--- src/hdl/upe_pkg.sv ---
// types, character constants and class functions of the percent encoder
`timescale 1ns / 1ps

package upe_pkg;

  localparam int unsigned MaxBytes = 7;

  localparam logic [7:0] CharPct  = 8'h25;
  localparam logic [7:0] CharTwo  = 8'h32;
  localparam logic [7:0] CharFive = 8'h35;

  // character class modes
  localparam logic [2:0] ModeUser     = 3'd0;
  localparam logic [2:0] ModeHeader   = 3'd1;
  localparam logic [2:0] ModePassword = 3'd2;
  localparam logic [2:0] ModeHost     = 3'd3;
  localparam logic [2:0] ModeToken    = 3'd4;
  localparam logic [2:0] ModeTtl      = 3'd5;

  // pending escape state, one-hot
  typedef enum logic [2:0] {
    HeldNone  = 3'b001,
    HeldPct   = 3'b010,
    HeldDigit = 3'b100
  } upe_held_e;

  // burst of encoded bytes produced by one input byte, first byte lowest
  typedef struct packed {
    logic [8*MaxBytes-1:0] bytes;
    logic [2:0]            len;
    logic                  last;
  } upe_burst_t;

  function automatic logic is_num_char(input logic [7:0] c);
    is_num_char = (c >= 8'h30) && (c <= 8'h39);
  endfunction

  function automatic logic is_alnum(input logic [7:0] c);
    is_alnum = is_num_char(c) || ((c >= 8'h41) && (c <= 8'h5A)) ||
               ((c >= 8'h61) && (c <= 8'h7A));
  endfunction

  function automatic logic is_hex(input logic [7:0] c);
    is_hex = is_num_char(c) || ((c >= 8'h41) && (c <= 8'h46)) ||
             ((c >= 8'h61) && (c <= 8'h66));
  endfunction

  // alphanum plus mark characters - _ . ! ~ * ' ( )
  function automatic logic is_plain_char(input logic [7:0] c);
    is_plain_char = is_alnum(c) || (c == 8'h2D) || (c == 8'h5F) || (c == 8'h2E) ||
                    (c == 8'h21) || (c == 8'h7E) || (c == 8'h2A) || (c == 8'h27) ||
                    (c == 8'h28) || (c == 8'h29);
  endfunction

  // byte passes unchanged under the given mode
  function automatic logic allowed(input logic [2:0] mode, input logic [7:0] c);
    logic res;
    case (mode)
      ModeUser: begin
        res = is_plain_char(c) || (c == 8'h26) || (c == 8'h3D) || (c == 8'h2B) ||
              (c == 8'h24) || (c == 8'h2C) || (c == 8'h3B) || (c == 8'h3F) ||
              (c == 8'h2F);
      end
      ModeHeader: begin
        res = is_plain_char(c) || (c == 8'h5B) || (c == 8'h5D) || (c == 8'h2F) ||
              (c == 8'h3F) || (c == 8'h3A) || (c == 8'h2B) || (c == 8'h24);
      end
      ModePassword: begin
        res = is_plain_char(c) || (c == 8'h26) || (c == 8'h3D) || (c == 8'h2B) ||
              (c == 8'h24) || (c == 8'h2C);
      end
      ModeHost: begin
        res = is_alnum(c) || (c == 8'h2E) || (c == 8'h3A) || (c == 8'h5B) ||
              (c == 8'h5D) || (c == 8'h2D);
      end
      ModeTtl: begin
        res = is_num_char(c);
      end
      default: begin
        // token mode, also the unused codes
        res = is_alnum(c) || (c == 8'h2D) || (c == 8'h2E) || (c == 8'h21) ||
              (c == CharPct) || (c == 8'h2A) || (c == 8'h5F) || (c == 8'h2B) ||
              (c == 8'h60) || (c == 8'h27) || (c == 8'h7E);
      end
    endcase
    allowed = res;
  endfunction

  // upper-case hex character of a nibble
  function automatic logic [7:0] hex_char(input logic [3:0] n);
    hex_char = (n < 4'd10) ? (8'h30 + {4'h0, n}) : (8'h37 + {4'h0, n});
  endfunction

endpackage

--- src/hdl/upe_expand.sv ---
// expansion of one input byte into its burst of encoded bytes
`timescale 1ns / 1ps

module upe_expand (
  input  logic [2:0]         mode_i,
  input  logic [7:0]         byte_i,
  input  logic               last_i,
  input  upe_pkg::upe_held_e held_i,
  input  logic [7:0]         digit_i,
  output upe_pkg::upe_held_e held_o,
  output logic [7:0]         digit_o,
  output upe_pkg::upe_burst_t burst_o
);

  logic               hex;
  logic               esc_mode;
  logic               pass;
  logic               do_fresh;
  logic [31:0]        pre_vec;
  logic [2:0]         pre_len;
  logic [23:0]        fr_vec;
  logic [2:0]         fr_len;
  logic [31:0]        fl_vec;
  logic [2:0]         fl_len;
  logic [2:0]         head_len;
  upe_pkg::upe_held_e held_mid;
  logic [7:0]         digit_mid;

  assign hex      = upe_pkg::is_hex(byte_i);
  assign esc_mode = (mode_i <= upe_pkg::ModePassword);
  assign pass     = upe_pkg::allowed(mode_i, byte_i);

  // resolve the pending escape, then the fresh byte, then the end-of-string flush
  always_comb begin
    pre_vec   = '0;
    pre_len   = '0;
    fr_vec    = '0;
    fr_len    = '0;
    fl_vec    = '0;
    fl_len    = '0;
    do_fresh  = 1'b0;
    held_mid  = held_i;
    digit_mid = digit_i;
    held_o    = held_i;
    digit_o   = digit_i;

    case (held_i)
      upe_pkg::HeldNone: begin
        do_fresh = 1'b1;
      end
      upe_pkg::HeldPct: begin
        if (hex) begin
          held_mid  = upe_pkg::HeldDigit;
          digit_mid = byte_i;
        end else begin
          // broken escape: send the percent as %25
          pre_vec   = {8'h00, upe_pkg::CharFive, upe_pkg::CharTwo, upe_pkg::CharPct};
          pre_len   = 3'd3;
          held_mid  = upe_pkg::HeldNone;
          digit_mid = '0;
          do_fresh  = 1'b1;
        end
      end
      upe_pkg::HeldDigit: begin
        if (hex) begin
          // complete escape copied unchanged
          pre_vec   = {8'h00, byte_i, digit_i, upe_pkg::CharPct};
          pre_len   = 3'd3;
          held_mid  = upe_pkg::HeldNone;
          digit_mid = '0;
        end else begin
          pre_vec   = {digit_i, upe_pkg::CharFive, upe_pkg::CharTwo, upe_pkg::CharPct};
          pre_len   = 3'd4;
          held_mid  = upe_pkg::HeldNone;
          digit_mid = '0;
          do_fresh  = 1'b1;
        end
      end
      default: begin
        held_mid  = upe_pkg::HeldNone;
        digit_mid = '0;
        do_fresh  = 1'b1;
      end
    endcase

    // fresh byte under the current mode
    if (do_fresh) begin
      if (pass) begin
        fr_vec = {16'h0000, byte_i};
        fr_len = 3'd1;
      end else if (esc_mode && (byte_i == upe_pkg::CharPct)) begin
        held_mid = upe_pkg::HeldPct;
      end else begin
        fr_vec = {upe_pkg::hex_char(byte_i[3:0]), upe_pkg::hex_char(byte_i[7:4]),
                  upe_pkg::CharPct};
        fr_len = 3'd3;
      end
    end

    held_o  = held_mid;
    digit_o = digit_mid;

    // end of string flushes what is still held
    if (last_i) begin
      case (held_mid)
        upe_pkg::HeldPct: begin
          fl_vec = {8'h00, upe_pkg::CharFive, upe_pkg::CharTwo, upe_pkg::CharPct};
          fl_len = 3'd3;
        end
        upe_pkg::HeldDigit: begin
          fl_vec = {digit_mid, upe_pkg::CharFive, upe_pkg::CharTwo, upe_pkg::CharPct};
          fl_len = 3'd4;
        end
        default: begin
          fl_len = '0;
        end
      endcase
      held_o  = upe_pkg::HeldNone;
      digit_o = '0;
    end
  end

  assign head_len = pre_len + fr_len;

  // pack the three segments back to back, first byte lowest
  assign burst_o.bytes = {24'h0, pre_vec} |
                         ({32'h0, fr_vec} << {pre_len, 3'b000}) |
                         ({24'h0, fl_vec} << {head_len, 3'b000});
  assign burst_o.len   = head_len + fl_len;
  assign burst_o.last  = last_i;

endmodule

--- src/hdl/upe_out_buf.sv ---
// result register that sends a burst out one byte per transaction
`timescale 1ns / 1ps

module upe_out_buf (
  input  logic                clk_i,
  input  logic                rst_ni,
  input  logic                load_i,
  input  upe_pkg::upe_burst_t burst_i,
  output logic                free_o,
  output logic                m_axis_tvalid,
  input  logic                m_axis_tready,
  output logic [7:0]          m_axis_tdata,
  output logic                m_axis_tlast
);

  logic [8*upe_pkg::MaxBytes-1:0] data_q;
  logic [2:0]                     cnt_q;
  logic                           last_q;
  logic                           pop;

  assign pop    = (cnt_q != 3'd0) && m_axis_tready;
  assign free_o = (cnt_q == 3'd0) || ((cnt_q == 3'd1) && m_axis_tready);

  // remaining byte count
  always_ff @(posedge clk_i or negedge rst_ni) begin
    if (!rst_ni) begin
      cnt_q <= '0;
    end else if (load_i) begin
      cnt_q <= burst_i.len;
    end else if (pop) begin
      cnt_q <= cnt_q - 3'd1;
    end
  end

  // byte shifter, next byte always in the low bits
  always_ff @(posedge clk_i) begin
    if (load_i) begin
      data_q <= burst_i.bytes;
      last_q <= burst_i.last;
    end else if (pop) begin
      data_q <= data_q >> 8;
    end
  end

  assign m_axis_tvalid = (cnt_q != 3'd0);
  assign m_axis_tdata  = data_q[7:0];
  assign m_axis_tlast  = last_q && (cnt_q == 3'd1);

endmodule

--- src/hdl/uri_percent_encoder_modes_core.sv ---
// URI percent encoder with six character-class modes
`timescale 1ns / 1ps
//
// Input stream s_axis_*: one string byte per transaction, tlast on the final byte.
// Output stream m_axis_*: encoded bytes, tlast on the final byte of the string.
// cfg_*: writes the 3-bit mode (0 user, 1 header, 2 password, 3 host,
//   4 token, 5 ttl digits, 6 and 7 as token); cfg_ready_o is always high.
//   Write it only while the stream is idle.
// An accepted byte is held in the input register, where it is expanded
// into zero to seven encoded bytes that load the output register once it
// is free; the output register then offers them on m_axis.
// The output register sends one byte per cycle while the receiver is ready.
// The encoded length of an input byte is 1 for a passed byte, 3 for an
// escaped byte, 0 to 7 when a pending escape resolves.
// A new byte is taken while the last byte of the previous burst goes out.
// When the receiver stalls, the output holds its byte and the input register
// fills, then s_axis_tready drops until the burst drains.
// Reset clears the mode to user, the pending escape and both registers.
//
module uri_percent_encoder_modes_core (
  input  logic       clk_i,
  input  logic       rst_ni,
  input  logic       cfg_valid_i,
  output logic       cfg_ready_o,
  input  logic [2:0] cfg_data_i,     // [2:0] char_class_mode
  input  logic       s_axis_tvalid,
  output logic       s_axis_tready,
  input  logic [7:0] s_axis_tdata,   // [7:0] in_byte
  input  logic       s_axis_tlast,
  output logic       m_axis_tvalid,
  input  logic       m_axis_tready,
  output logic [7:0] m_axis_tdata,   // [7:0] out_byte
  output logic       m_axis_tlast
);

  logic [2:0]          mode_q;
  logic                in_vld_q;
  logic [7:0]          in_byte_q;
  logic                in_last_q;
  upe_pkg::upe_held_e  held_q;
  upe_pkg::upe_held_e  held_d;
  logic [7:0]          digit_q;
  logic [7:0]          digit_d;
  upe_pkg::upe_burst_t burst;
  logic                buf_free;
  logic                take;

  assign cfg_ready_o   = 1'b1;
  assign take          = in_vld_q && buf_free;
  assign s_axis_tready = !in_vld_q || buf_free;

  // mode register
  always_ff @(posedge clk_i or negedge rst_ni) begin
    if (!rst_ni) begin
      mode_q <= upe_pkg::ModeUser;
    end else if (cfg_valid_i) begin
      mode_q <= cfg_data_i;
    end
  end

  // input register valid
  always_ff @(posedge clk_i or negedge rst_ni) begin
    if (!rst_ni) begin
      in_vld_q <= 1'b0;
    end else if (s_axis_tvalid && s_axis_tready) begin
      in_vld_q <= 1'b1;
    end else if (take) begin
      in_vld_q <= 1'b0;
    end
  end

  // input register payload
  always_ff @(posedge clk_i) begin
    if (s_axis_tvalid && s_axis_tready) begin
      in_byte_q <= s_axis_tdata;
      in_last_q <= s_axis_tlast;
    end
  end

  // pending escape state
  always_ff @(posedge clk_i or negedge rst_ni) begin
    if (!rst_ni) begin
      held_q  <= upe_pkg::HeldNone;
      digit_q <= '0;
    end else if (take) begin
      held_q  <= held_d;
      digit_q <= digit_d;
    end
  end

  upe_expand u_expand (
    .mode_i  (mode_q),
    .byte_i  (in_byte_q),
    .last_i  (in_last_q),
    .held_i  (held_q),
    .digit_i (digit_q),
    .held_o  (held_d),
    .digit_o (digit_d),
    .burst_o (burst)
  );

  upe_out_buf u_out_buf (
    .clk_i         (clk_i),
    .rst_ni        (rst_ni),
    .load_i        (take),
    .burst_i       (burst),
    .free_o        (buf_free),
    .m_axis_tvalid (m_axis_tvalid),
    .m_axis_tready (m_axis_tready),
    .m_axis_tdata  (m_axis_tdata),
    .m_axis_tlast  (m_axis_tlast)
  );

endmodule

--- config.mk ---
export PLATFORM = sky130hd
export DESIGN_NAME = uri_percent_encoder_modes_core
export DESIGN_NICKNAME = d
export VERILOG_FILES = /design/src/hdl/upe_pkg.sv /design/src/hdl/upe_expand.sv /design/src/hdl/upe_out_buf.sv /design/src/hdl/uri_percent_encoder_modes_core.sv
export SDC_FILE = /design/constraint.sdc
export NUM_CORES = 1
export LEC_CHECK = 0
export BUFFER_PORTS_ARGS = -buffer_cell sky130_fd_sc_hd__buf_2
export CAP_MARGIN = 10
export CORE_UTILIZATION = 45
export CTS_CLUSTER_DIAMETER = 30
export DETAILED_ROUTE_END_ITERATION = 7
export SLEW_MARGIN = 20
export SYNTH_ARGS = -nofsm -noshare
export SYNTH_HDL_FRONTEND = slang
export SYNTH_SLANG_ARGS = --single-unit
export TNS_END_PERCENT = 100
--- constraint.sdc ---
create_clock -name clk_i -period 6.45 [get_ports clk_i]
set_clock_uncertainty 0.2 [all_clocks]
set_input_delay 1.29 -clock clk_i [delete_from_list [all_inputs] [get_ports clk_i]]
set_output_delay 1.29 -clock clk_i [all_outputs]
set_load 0.05 [all_outputs]
==> metrics.md, run 1 <==
| Metric | Value |
|---|---|
| Clock Path Buffers | 2 |
| Final setup fails | 0 |
| Post-CTS resize count | 0 |
| Largest net degree at the start of global routing | 73 |
| DRT Pass-1 Iters | 5 |
| Core Area | 12100 um^2 |
| Pwr/cell area | 422 nW/um^2 |
| Reg2Reg Setup Slack | 0.46 ns |
| RSZ-0062 raised after global routing | no |
| Adder-cell share of the synthesized area | 3.84% |
| Synth Instances | 621 |
| Die width | 114 um |
| Top Ports | 29 |
| Initial DRC count | 511 |
| Initial core utilization | 46.5% |
| Total CTS buffers | 9 |
| DP Wirelength | 12900 um |
| Setup_tns | 0 ns |
| Sequential-to-total area share from yosys stat | 43.4% |
| Worst-margin pin slew | 0.976 ns |
| Max Slew Vio Count | 0 |
| FF+latch count, synth | 84 |
| Asr flop ratio synth | 21.4% |
| Port Buffers | 27 |
| Relative slew slack | 34.3% |
| Residual DRC count | 0 |
| Post-Synth Simple-Gate Area | 19.9% |
| Max cap viols | 0 |
| Die area | 12900 um^2 |
| Critical path launch point type | flip-flop |
| Clk sinks | 84 |
| Share of synthesized area spent on multiplexers | 0.959% |
| Largest family of logic cells by synthesized area | compound AO/OA/AOI/OAI gates |
| Total detailed-routing wirelength | 17500 um |
| Minimum clock period after layout | 5.99 ns |
| VDD IR max | 0.000343 V |
| Hold-fix buffers at CTS | 0 |
| Number of global-route vias before repair | 4729 |
| Syn nets | 654 |
| # nets final | 651 |
| Synth Area in XOR/XNOR | 1.07% |
| Power, Total | 0.00257 W |
| Num rows | 40 |
| Crit path DAT | 5.99 ns |
| Worst setup EP type | flip-flop |
| Crit Path Class | flip-flop to flip-flop |
| Reg clk slew, reported paths | 0.06 ns |
| Synthesis-to-layout area growth | 8.52% |
| First-pass GRT wire length | 27500 um |
| Reg-to-reg startpoint | in_byte_q[4]$_DFFE_PP_ |
| Vias per inst | 6.34 |
| Period utilization | 92.8% |
| Tot GR Track Use | 28.8% |
| Reg2Reg Depth | 18 |
| Gpl congestion | 0.976 |
| DR vias | 5012 |
| Fmax | 0.167 GHz |
| CP Max Fanout | 15 |
| Setup bufs post-CTS | 0 |
| Ys Warns | 0 |
| Later-pin clock latency in the skew report | 0.36 ns |
| Grt total ovfl | 0 |
| Hold crit path type | flip-flop to flip-flop |
| Post-synth cell types | 76 |
| Fill count | 1170 |
| Post-Syn Area | 5610 um^2 |
| WP data required | 6.45 ns |
| Initial antenna violation count | 0 |
| Critical hold path startpoint | u_out_buf.data_q[15]$_DFFE_PP_ |
| Mapped Avg Cell Area | 9.04 um^2 |
| Share of cells above drive strength 1 | 13.5% |
| ANT nets after route | 0 |
| Static Leak | 2.14 nW |
| H-tree depth | 3 |
| R2r endpoint | u_out_buf.data_q[34]$_DFFE_PP_ |
| Root buf cell | clkbuf_16 |
| Number of synthesized flops with an enable pin | 66 |
| Wire per inst | 22.2 um |
| CTS tree | built |
| Die Span Y | 114 um |
| # diodes | 0 |
| Hold WS | 0.318 ns |
| Hold EP | u_out_buf.data_q[7]$_DFFE_PP_ |
| Top_reg_cell synth | edfxtp_1 |
| Final Hold Fails | 0 |
| Compound-Gate Fraction of Synth Area | 24.9% |
| Outcome | complete, no violations |
| Hold Path Cell Cnt | 1 |
==> synth_stat cells, drive strengths merged, types with 14 or more instances <==
cell | count | area, um^2
buf | 20 | 125
edfxtp | 66 | 1980
nor2 | 69 | 259
clkbuf | 30 | 113
a21oi | 58 | 302
inv | 21 | 78.8
a31oi | 17 | 106
nor3 | 22 | 120
o21ai | 47 | 243
dfrtp | 17 | 425
nand2 | 65 | 246
ha | 14 | 175
==> layer usage <==
layer	share of wire (%)	vias to the layer above	global-route usage [%]	wire [um]
li1	-	2302	-	-
met1	43	2430	38.8	7520
met2	44	232	41.7	7740
met3	8.8	48	8.13	1540
met4	4.2	0	15.9	743
met5	0	-	0	0
==> cells by family after synthesis <==
group	after synthesis
other	2
adder cells (fa/ha/maj)	16
AND/OR/NAND/NOR	227
buffers and inverters	73
flip-flops	84
multiplexers	5
AO/OA/AOI/OAI	208
XOR/XNOR	6
==> placed cells by master (no fill, tap or decap), types with 5 or more instances in the layout <==
master	count
a211oi_1	5
a21oi_1	55
a221oi_1	9
a22oi_1	9
a2bb2oi_1	5
a31oi_1	17
and2_1	6
buf_2	27
buf_4	9
clkbuf_16	9
dfrtp_1	17
edfxtp_1	66
ha_1	14
inv_1	19
nand2_1	63
nand2b_1	11
nand3_1	7
nand4_1	6
nor2_1	69
nor3_1	20
o21ai_0	44
o22a_1	8
o31ai_1	8
or2_2	5
or3_1	10
xnor2_1	5
==> through the flow <==
stage / utilization (%) / worst slack [ns] / cells / area, um^2
finish: 50.5 / 0.461 / 791 / 6090
global route: 50.5 / 0.116 / 791 / 6090
CTS: 50.5 / 0.612 / 791 / 6090
detailed placement: 48.0 / 0.637 / 775 / 5790
global placement: 48.0 / 0.797 / 775 / 5790
floorplan: - / 1.50 / 621 / 5610
==> worst max path at each step <==
stage	start	to	slack [ns]	cells after the start
CTS	in_byte_q[4]$_DFFE_PP_	u_out_buf.data_q[43]$_DFFE_PP_	0.61	17
global placement	in_byte_q[4]$_DFFE_PP_	u_out_buf.cnt_q[2]$_DFFE_PN0P_	0.80	16
floorplan	in_byte_q[1]$_DFFE_PP_	u_out_buf.data_q[36]$_DFFE_PP_	1.50	17
global route	in_byte_q[4]$_DFFE_PP_	u_out_buf.data_q[34]$_DFFE_PP_	0.12	18
detailed placement	in_byte_q[4]$_DFFE_PP_	u_out_buf.data_q[43]$_DFFE_PP_	0.64	17
finish	in_byte_q[4]$_DFFE_PP_	u_out_buf.data_q[34]$_DFFE_PP_	0.46	18
==> flip-flops by register name, indices dropped and copies added, names as in the netlist <==
signal	flops
u_out_buf.last_q	1
digit_q	8
in_vld_q	1
held_q	3
u_out_buf.cnt_q	3
in_last_q	1
in_byte_q	8
u_out_buf.data_q	56
mode_q	3
==> critical path, cell delays in order, from the launching register on <==
cell and delay, ns:
edfxtp_1 0.64, inv_1 0.25, ha_1 0.33, or3b_2 0.50, nor3_1 0.20, a21oi_1 0.11
a211o_1 0.34, a22oi_1 0.33, or3_1 0.28, nand2_1 0.21, inv_1 0.10, ha_1 0.14
inv_1 0.05, fa_1 0.48, xor2_2 0.67, nand2_1 0.41, nor2_1 0.27, o31ai_1 0.11
a31oi_1 0.21
==> where the power goes <==
group / internal (W) / leakage, nW / total [W] / switching [W]
sequential: 0.000883 / 0.872 / 0.00103 / 0.000143
clock: 0.000302 / 0.138 / 0.000529 / 0.000227
combinational: 0.000313 / 1.13 / 0.00102 / 0.000702
total: 0.00150 / 2.14 / 0.00257 / 0.00107
==> cell type report <==
class / count / area, um^2 / share of cell area, %
Sequential cell: 84 / 2430 / 40.0
Inverter: 23 / 86.3 / 1.42
Clock buffer: 9 / 225 / 3.70
Clock inverter: 7 / 75.1 / 1.23
Multi-Input combinational cell: 464 / 2860 / 46.9
Tap cell: 168 / 210 / 3.45
Timing Repair Buffer: 36 / 203 / 3.33
No activity file was read; power rests on OpenSTA's default activity.
==> run 2: changes to the inputs <==
Settings changed: CELL_PAD_IN_SITES_DETAIL_PLACEMENT set to 0, CELL_PAD_IN_SITES_GLOBAL_PLACEMENT set to 2, CORE_UTILIZATION 45 to 39, PLACE_DENSITY_LB_ADDON set to 0.1, TNS_END_PERCENT 100 to not set.
==> metrics.md, run 2 (same netlist as run 1, synthesis figures left out) <==
| Metric | Value |
|---|---|
| Initial antenna violation count | 0 (unchanged) |
| Reg2Reg Setup Slack | 0.77 ns (was 0.46 ns) |
| Delay-heaviest family, CP | simple AND/OR/NAND/NOR gates (unchanged) |
| Synthesis-to-layout area growth | 9.36% (was 8.52%) |
| Sw frac | 42.5% (was 41.7%) |
| Max Slew Vio Count | 0 (unchanged) |
| RSZ-0062 raised after global routing | no (unchanged) |
| CTS tree | built (unchanged) |
| Largest stage delay, worst path | 0.63 ns (was 0.67 ns) |
| Residual DRC count | 0 (unchanged) |
| WP data required | 6.36 ns (was 6.45 ns) |
| CP startpoint | in_byte_q[1]$_DFFE_PP_ (was in_byte_q[4]$_DFFE_PP_) |
| CP Max Fanout | 14 (was 15) |
| Final Hold Fails | 0 (unchanged) |
| Clock Path Buffers | 2 (unchanged) |
| # nets final | 657 (was 651) |
| Top Ports | 29 (unchanged) |
| Leading cell type in the layout, fill and taps excluded | nor2_1 (unchanged) |
| Power, Total | 0.00257 W (about the same) |
| Initial DRC count | 580 (was 511) |
| Pwr/cell area | 418 nW/um^2 (was 422 nW/um^2) |
| Core Area | 13900 um^2 (was 12100 um^2) |
| Hold Path Cell Cnt | 1 (unchanged) |
| Dpl ws | 0.878 ns (was 0.637 ns) |
| Max reg flops | 56 (unchanged) |
| Final WS setup | 0.772 ns (was 0.461 ns) |
| Num rows | 43 (was 40) |
| Clk sinks | 84 (unchanged) |
| Vias per inst | 6.24 (was 6.34) |
| Hold-fix buffers at CTS | 0 (unchanged) |
| Minimum clock period after layout | 5.68 ns (was 5.99 ns) |
| Final setup fails | 0 (unchanged) |
| Die area | 14900 um^2 (was 12900 um^2) |
| Tot GR Track Use | 26.7% (was 28.8%) |
| Total CTS buffers | 9 (unchanged) |
| Static Leak | 2.17 nW (was 2.14 nW) |
| Total detailed-routing wirelength | 18700 um (was 17500 um) |
| Largest regs | u_out_buf.data_q x56, digit_q x8, in_byte_q x8 (unchanged) |
| Int Power | 0.00148 W (was 0.00150 W) |
| Fmax | 0.176 GHz (was 0.167 GHz) |
| DR vias | 5048 (was 5012) |
| Post-CTS resize count | 0 (unchanged) |
| Buf/Inv on CP | 3 (unchanged) |
| Sequential share of power | 39.4% (was 39.9%) |
| Reg clk slew, reported paths | 0.07 ns (was 0.06 ns) |
| Wire per inst | 23.1 um (was 22.2 um) |
| DRT Pass-1 Iters | 5 (unchanged) |
| # diodes | 0 (unchanged) |
| Setup bufs post-CTS | 0 (unchanged) |
| Number of global-route vias before repair | 4873 (was 4729) |
| Clk pwr share | 19.7% (was 20.6%) |
| VDD IR max | 0.000165 V (was 0.000343 V) |
| Critical path launch point type | flip-flop (unchanged) |
| R2r endpoint | u_out_buf.data_q[36]$_DFFE_PP_ (was u_out_buf.data_q[34]$_DFFE_PP_) |
| Port Buffers | 27 (unchanged) |
| Worst-margin pin slew | 0.983 ns (was 0.976 ns) |
| Outcome | complete, no violations (unchanged) |
| Share of cells above drive strength 1 | 14.3% (was 13.5%) |
| Crit Path Class | flip-flop to flip-flop (unchanged) |
| Most frequent cells in the layout | nor2_1 (69), edfxtp_1 (66), nand2_1 (63), a21oi_1 (55), o21ai_0 (44) (unchanged) |
| Max cap viols | 0 (unchanged) |
| Initial core utilization | 40.3% (was 46.5%) |
| Relative slew slack | 33.7% (was 34.3%) |
| Final core utilization | 44.0% (was 50.5%) |
| Switch Pwr | 0.00109 W (was 0.00107 W) |
| First-pass GRT wire length | 28900 um (was 27500 um) |
| Hold crit path type | flip-flop to flip-flop (unchanged) |
| Period utilization | 88.0% (was 92.8%) |
| Largest net degree at the start of global routing | 57 (was 73) |
| Reg2Reg Depth | 15 (was 18) |
| Combinational share of power | 40.8% (was 39.5%) |
| Reg-to-reg startpoint | in_byte_q[1]$_DFFE_PP_ (was in_byte_q[4]$_DFFE_PP_) |
| ANT nets after route | 0 (unchanged) |
| Hold WS | 0.321 ns (was 0.318 ns) |
| Later-pin clock latency in the skew report | 0.36 ns (about the same) |
| Root buf cell | clkbuf_16 (unchanged) |
| Worst-path cell chain | inv_1 -> ha_1 -> or4b_4 -> a21oi_2 -> nor3_1 -> or4_1 -> a21o_1 -> clkinv_1 -> ha_1 -> inv_1 -> fa_1 -> xnor2_1 -> nor3_1 -> a221o_1 -> o32a_1 (was inv_1 -> ha_1 -> or3b_2 -> nor3_1 -> a21oi_1 -> a211o_1 -> a22oi_1 -> or3_1 -> nand2_1 -> inv_1 -> ha_1 -> inv_1 -> fa_1 -> xor2_2 -> nand2_1 -> nor2_1 -> o31ai_1 -> a31oi_1) |
| Gpl congestion | 0.925 (was 0.976) |
| Critical hold path startpoint | u_out_buf.data_q[31]$_DFFE_PP_ (was u_out_buf.data_q[15]$_DFFE_PP_) |
| Setup_tns | 0 ns (unchanged) |
| H-tree depth | 3 (unchanged) |
| Die Span Y | 122 um (was 114 um) |
| Max stage delay cell, worst path | edfxtp_1 (was xor2_2) |
| Crit path DAT | 5.59 ns (was 5.99 ns) |
| Hold EP | u_out_buf.data_q[23]$_DFFE_PP_ (was u_out_buf.data_q[7]$_DFFE_PP_) |
| DP Wirelength | 13600 um (was 12900 um) |
| Die width | 122 um (was 114 um) |
| Grt total ovfl | 0 (unchanged) |
| Reg with most FFs | u_out_buf.data_q (unchanged) |
| Worst setup EP type | flip-flop (unchanged) |
## run 2: changes by cell type in the layout (fill, tap and decap cells not counted), sizes merged
cell / previous run / this run
buf: 36 / 42
inv: 23 / 22
clkinv: 3 / 5
clkbuf: 9 / 10
clkinvlp: 3 / 2
bufinv: 1 / 0
## run 2: worst max path at each step
stage / endpoint / slack [ns] / depth (start not counted)
global placement: u_out_buf.cnt_q[2]$_DFFE_PN0P_ / 1.08 / 18
global route: u_out_buf.data_q[36]$_DFFE_PP_ / 0.37 / 17
finish: u_out_buf.data_q[36]$_DFFE_PP_ / 0.77 / 15
detailed placement: u_out_buf.data_q[36]$_DFFE_PP_ / 0.88 / 15
floorplan: u_out_buf.data_q[36]$_DFFE_PP_ / 1.50 / 17
CTS: u_out_buf.data_q[36]$_DFFE_PP_ / 0.86 / 15
## run 2: metrics by stage
| stage | cell area (um^2) | std cells |
|---|---|---|
| 2_1_floorplan | 5610 | 621 |
| 3_3_place_gp | 5850 | 793 |
| 3_5_place_dp | 5850 | 793 |
| 4_1_cts | 6140 | 809 |
| 5_1_grt | 6140 | 809 |
| 6_report | 6140 | 809 |
## run 2: worst reg2reg max path, cell delays in order (launching register included)
cell and delay [ns]:
edfxtp_1 0.63, inv_1 0.21, ha_1 0.36, or4b_4 0.56, a21oi_2 0.21, nor3_1 0.14
or4_1 0.57, a21o_1 0.27, clkinv_1 0.20, ha_1 0.18, inv_1 0.05, fa_1 0.47
xnor2_1 0.53, nor3_1 0.21, a221o_1 0.36, o32a_1 0.28
## run 2: final cells by class
| class | count | area (um^2) |
|---|---|---|
| Clock buffer | 10 | 239 |
| Sequential cell | 84 | 2430 |
| Timing Repair Buffer | 42 | 248 |
| Tap cell | 180 | 225 |
| Fill cell | 1371 | 7800 |
| Clock inverter | 6 | 48.8 |
| Multi-Input combinational cell | 464 | 2860 |
| Inverter | 23 | 86.3 |
## run 2: layer usage
layer | vias to the layer above | wire length, um | track usage [%]
li1 | 2310 | - | -
met2 | 286 | 8230 | 38.7
met5 | - | 0 | 0
met4 | 0 | 627 | 12.6
met3 | 40 | 1580 | 6.09
met1 | 2412 | 8290 | 37.4
## run 2: power by group through the flow
stage / Clock (W) / Sequential [W] / Combinational (W)
6_report: 0.000506 / 0.00101 / 0.00105
5_1_grt: 0.000535 / 0.00103 / 0.00114
4_1_cts: 0.000516 / 0.00101 / 0.00104
3_5_place_dp: 0 / 0.00102 / 0.00104
3_3_place_gp: 0 / 0.00101 / 0.00105
2_1_floorplan: 0 / 0.000953 / 0.000806
==> run 3: changes to the inputs <==
Settings changed: BUFFER_PORTS_ARGS -buffer_cell sky130_fd_sc_hd__buf_2 to not set, CORE_UTILIZATION 39 to 41, DONT_BUFFER_PORTS set to 1.
Clock period 6.45 ns to 6.02 ns, I/O delays scaled along.
==> metrics.md, run 3 (same netlist as run 1, synthesis figures left out) <==
| Metric | Value |
|---|---|
| Worst setup EP type | flip-flop (unchanged) |
| Clk sinks | 84 (unchanged) |
| Grt total ovfl | 0 (unchanged) |
| Tot GR Track Use | 26.6% (was 26.7%) |
| Initial DRC count | 570 (was 580) |
| Worst-path cell chain | inv_1 -> ha_1 -> or3b_2 -> nor3_1 -> a21oi_1 -> a211o_1 -> a22oi_1 -> or3_1 -> nand2_1 -> inv_1 -> ha_1 -> inv_1 -> fa_1 -> inv_1 -> nand2_1 -> nor2_1 -> o31ai_1 -> a31oi_1 (was inv_1 -> ha_1 -> or4b_4 -> a21oi_2 -> nor3_1 -> or4_1 -> a21o_1 -> clkinv_1 -> ha_1 -> inv_1 -> fa_1 -> xnor2_1 -> nor3_1 -> a221o_1 -> o32a_1) |
| Max cap viols | 0 (unchanged) |
| # nets final | 632 (was 657) |
| Top Ports | 29 (unchanged) |
| DRT Pass-1 Iters | 5 (unchanged) |
| Root buf cell | clkbuf_16 (unchanged) |
| Die area | 14200 um^2 (was 14900 um^2) |
| Later-pin clock latency in the skew report | 0.36 ns (about the same) |
| Die Span Y | 119 um (was 122 um) |
| Fmax | 0.182 GHz (was 0.176 GHz) |
| Setup_tns | 0 ns (unchanged) |
| Largest regs | u_out_buf.data_q x56, digit_q x8, in_byte_q x8 (unchanged) |
| CP dominant cell by count | inv_1 |
| Outcome | complete, no violations (unchanged) |
| Number of global-route vias before repair | 4612 (was 4873) |
| H-tree depth | 3 (unchanged) |
| Setup bufs post-CTS | 0 (unchanged) |
| Synthesis-to-layout area growth | 7.22% (was 9.36%) |
| Port Buffers | 0 (was 27) |
| Power, Total | 0.00273 W (was 0.00257 W) |
| Final setup fails | 0 (unchanged) |
| Post-CTS resize count | 0 (unchanged) |
| CP Max Fanout | 12 (was 14) |
| Buf/Inv on CP | 4 (was 3) |
| Most frequent cells in the layout | nor2_1 (69), edfxtp_1 (66), nand2_1 (63), a21oi_1 (55), o21ai_0 (43) (was nor2_1 (69), edfxtp_1 (66), nand2_1 (63), a21oi_1 (55), o21ai_0 (44)) |
| Delay-heaviest family, CP | simple AND/OR/NAND/NOR gates (unchanged) |
| Minimum clock period after layout | 5.50 ns (was 5.68 ns) |
| Pwr/cell area | 453 nW/um^2 (was 418 nW/um^2) |
| Clock Path Buffers | 2 (unchanged) |
| Max reg flops | 56 (unchanged) |
| Max stage delay cell, worst path | fa_1 (was edfxtp_1) |
| Largest stage delay, worst path | 0.80 ns (was 0.63 ns) |
| Crit Path Class | flip-flop to flip-flop (unchanged) |
| Reg clk slew, reported paths | 0.06 ns (was 0.07 ns) |
| VDD IR max | 0.000174 V (was 0.000165 V) |
| Wire per inst | 23.1 um (about the same) |
| Num rows | 42 (was 43) |
| ANT nets after route | 0 (unchanged) |
| Worst-margin pin slew | 1.07 ns (was 0.983 ns) |
| WP data required | 5.90 ns (was 6.36 ns) |
| Static Leak | 2.07 nW (was 2.17 nW) |
| Final Hold Fails | 0 (unchanged) |
| DR vias | 4954 (was 5048) |
| Largest net degree at the start of global routing | 57 (unchanged) |
| Leading cell type in the layout, fill and taps excluded | nor2_1 (unchanged) |
| Layout Cells excl Fill | 780 (was 809) |
| Max Slew Vio Count | 0 (unchanged) |
| Total detailed-routing wirelength | 18000 um (was 18700 um) |
| Residual DRC count | 0 (unchanged) |
| Relative slew slack | 28.4% (was 33.7%) |
| Gpl congestion | 0.882 (was 0.925) |
| Reg with most FFs | u_out_buf.data_q (unchanged) |
| Core Area | 13300 um^2 (was 13900 um^2) |
| DP Wirelength | 13100 um (was 13600 um) |
| RSZ-0062 raised after global routing | no (unchanged) |
| Die width | 119 um (was 122 um) |
| Crit path DAT | 5.38 ns (was 5.59 ns) |
| Hold-fix buffers at CTS | 0 (unchanged) |
| Initial antenna violation count | 0 (unchanged) |
| Share of cells above drive strength 1 | 10.4% (was 14.3%) |
| Initial core utilization | 42.2% (was 40.3%) |
| # diodes | 0 (unchanged) |
| First-pass GRT wire length | 27900 um (was 28900 um) |
| Total CTS buffers | 9 (unchanged) |
| Hold crit path type | flip-flop to flip-flop (unchanged) |
| CTS tree | built (unchanged) |
| Critical path launch point type | flip-flop (unchanged) |
| Post-Place Cells | 764 (was 793) |
| Period utilization | 91.3% (was 88.0%) |
| Vias per inst | 6.35 (was 6.24) |
run 3: power by group:
group	switching, W	internal, W
clock	0.000241	0.000322
sequential	0.000229	0.000949
combinational	0.000665	0.000319
total	0.00114	0.00159
run 3: path summary, 6_finish.rpt:
check	endpoint	depth (start not counted)	start	slack (ns)
max in group asynchronous	held_q[0]$_DFFE_PN1P_	0	rst_ni	5.11
worst max register to register	u_out_buf.data_q[32]$_DFFE_PP_	18	in_byte_q[4]$_DFFE_PP_	0.52
worst max-delay path	u_out_buf.data_q[32]$_DFFE_PP_	18	in_byte_q[4]$_DFFE_PP_	0.52
min in group asynchronous	held_q[2]$_DFFE_PN0P_	0	rst_ni	0.34
worst min register to register	u_out_buf.data_q[47]$_DFFE_PP_	1	u_out_buf.data_q[55]$_SDFFCE_PN0P_	0.32
worst min-delay path	u_out_buf.data_q[47]$_DFFE_PP_	1	u_out_buf.data_q[55]$_SDFFCE_PN0P_	0.32
run 3: through the flow:
step	hold WS, ns	setup slack, ns	instance area, um^2	utilization (%)
floorplan	0.286	1.07	5610	-
global placement	0.307	0.724	5720	43.1
detailed placement	0.308	0.545	5720	43.1
CTS	0.323	0.533	6020	45.3
global route	0.325	0.108	6020	45.3
finish	0.323	0.522	6020	45.3
run 3: layout make-up:
cell class | instances | area (um^2)
clock buffer | 10 | 229
clock inverter | 6 | 63.8
fill | 1297 | 7280
inverter | 23 | 86.3
multi-input combinational | 464 | 2860
sequential | 84 | 2430
tap | 176 | 220
timing repair buffer | 17 | 128
run 3: worst reg2reg max path, stage by stage, from the launching register on:
cell and delay (ns):
edfxtp_1 0.38, inv_1 0.19, ha_1 0.34, or3b_2 0.50, nor3_1 0.22, a21oi_1 0.12, a211o_1 0.33, a22oi_1 0.32
or3_1 0.29, nand2_1 0.17, inv_1 0.09, ha_1 0.13, inv_1 0.04, fa_1 0.80, inv_1 0.21, nand2_1 0.33
nor2_1 0.11, o31ai_1 0.32, a31oi_1 0.13
run 3: metal layers:
metal | routed length [um] | vias to the layer above | track usage, %
met1 | 7950 | 2413 | 37.7
li1 | - | 2261 | -
met2 | 7930 | 235 | 38.0
met4 | 599 | 0 | 11.7
met5 | 0 | - | 0
met3 | 1500 | 45 | 6.51
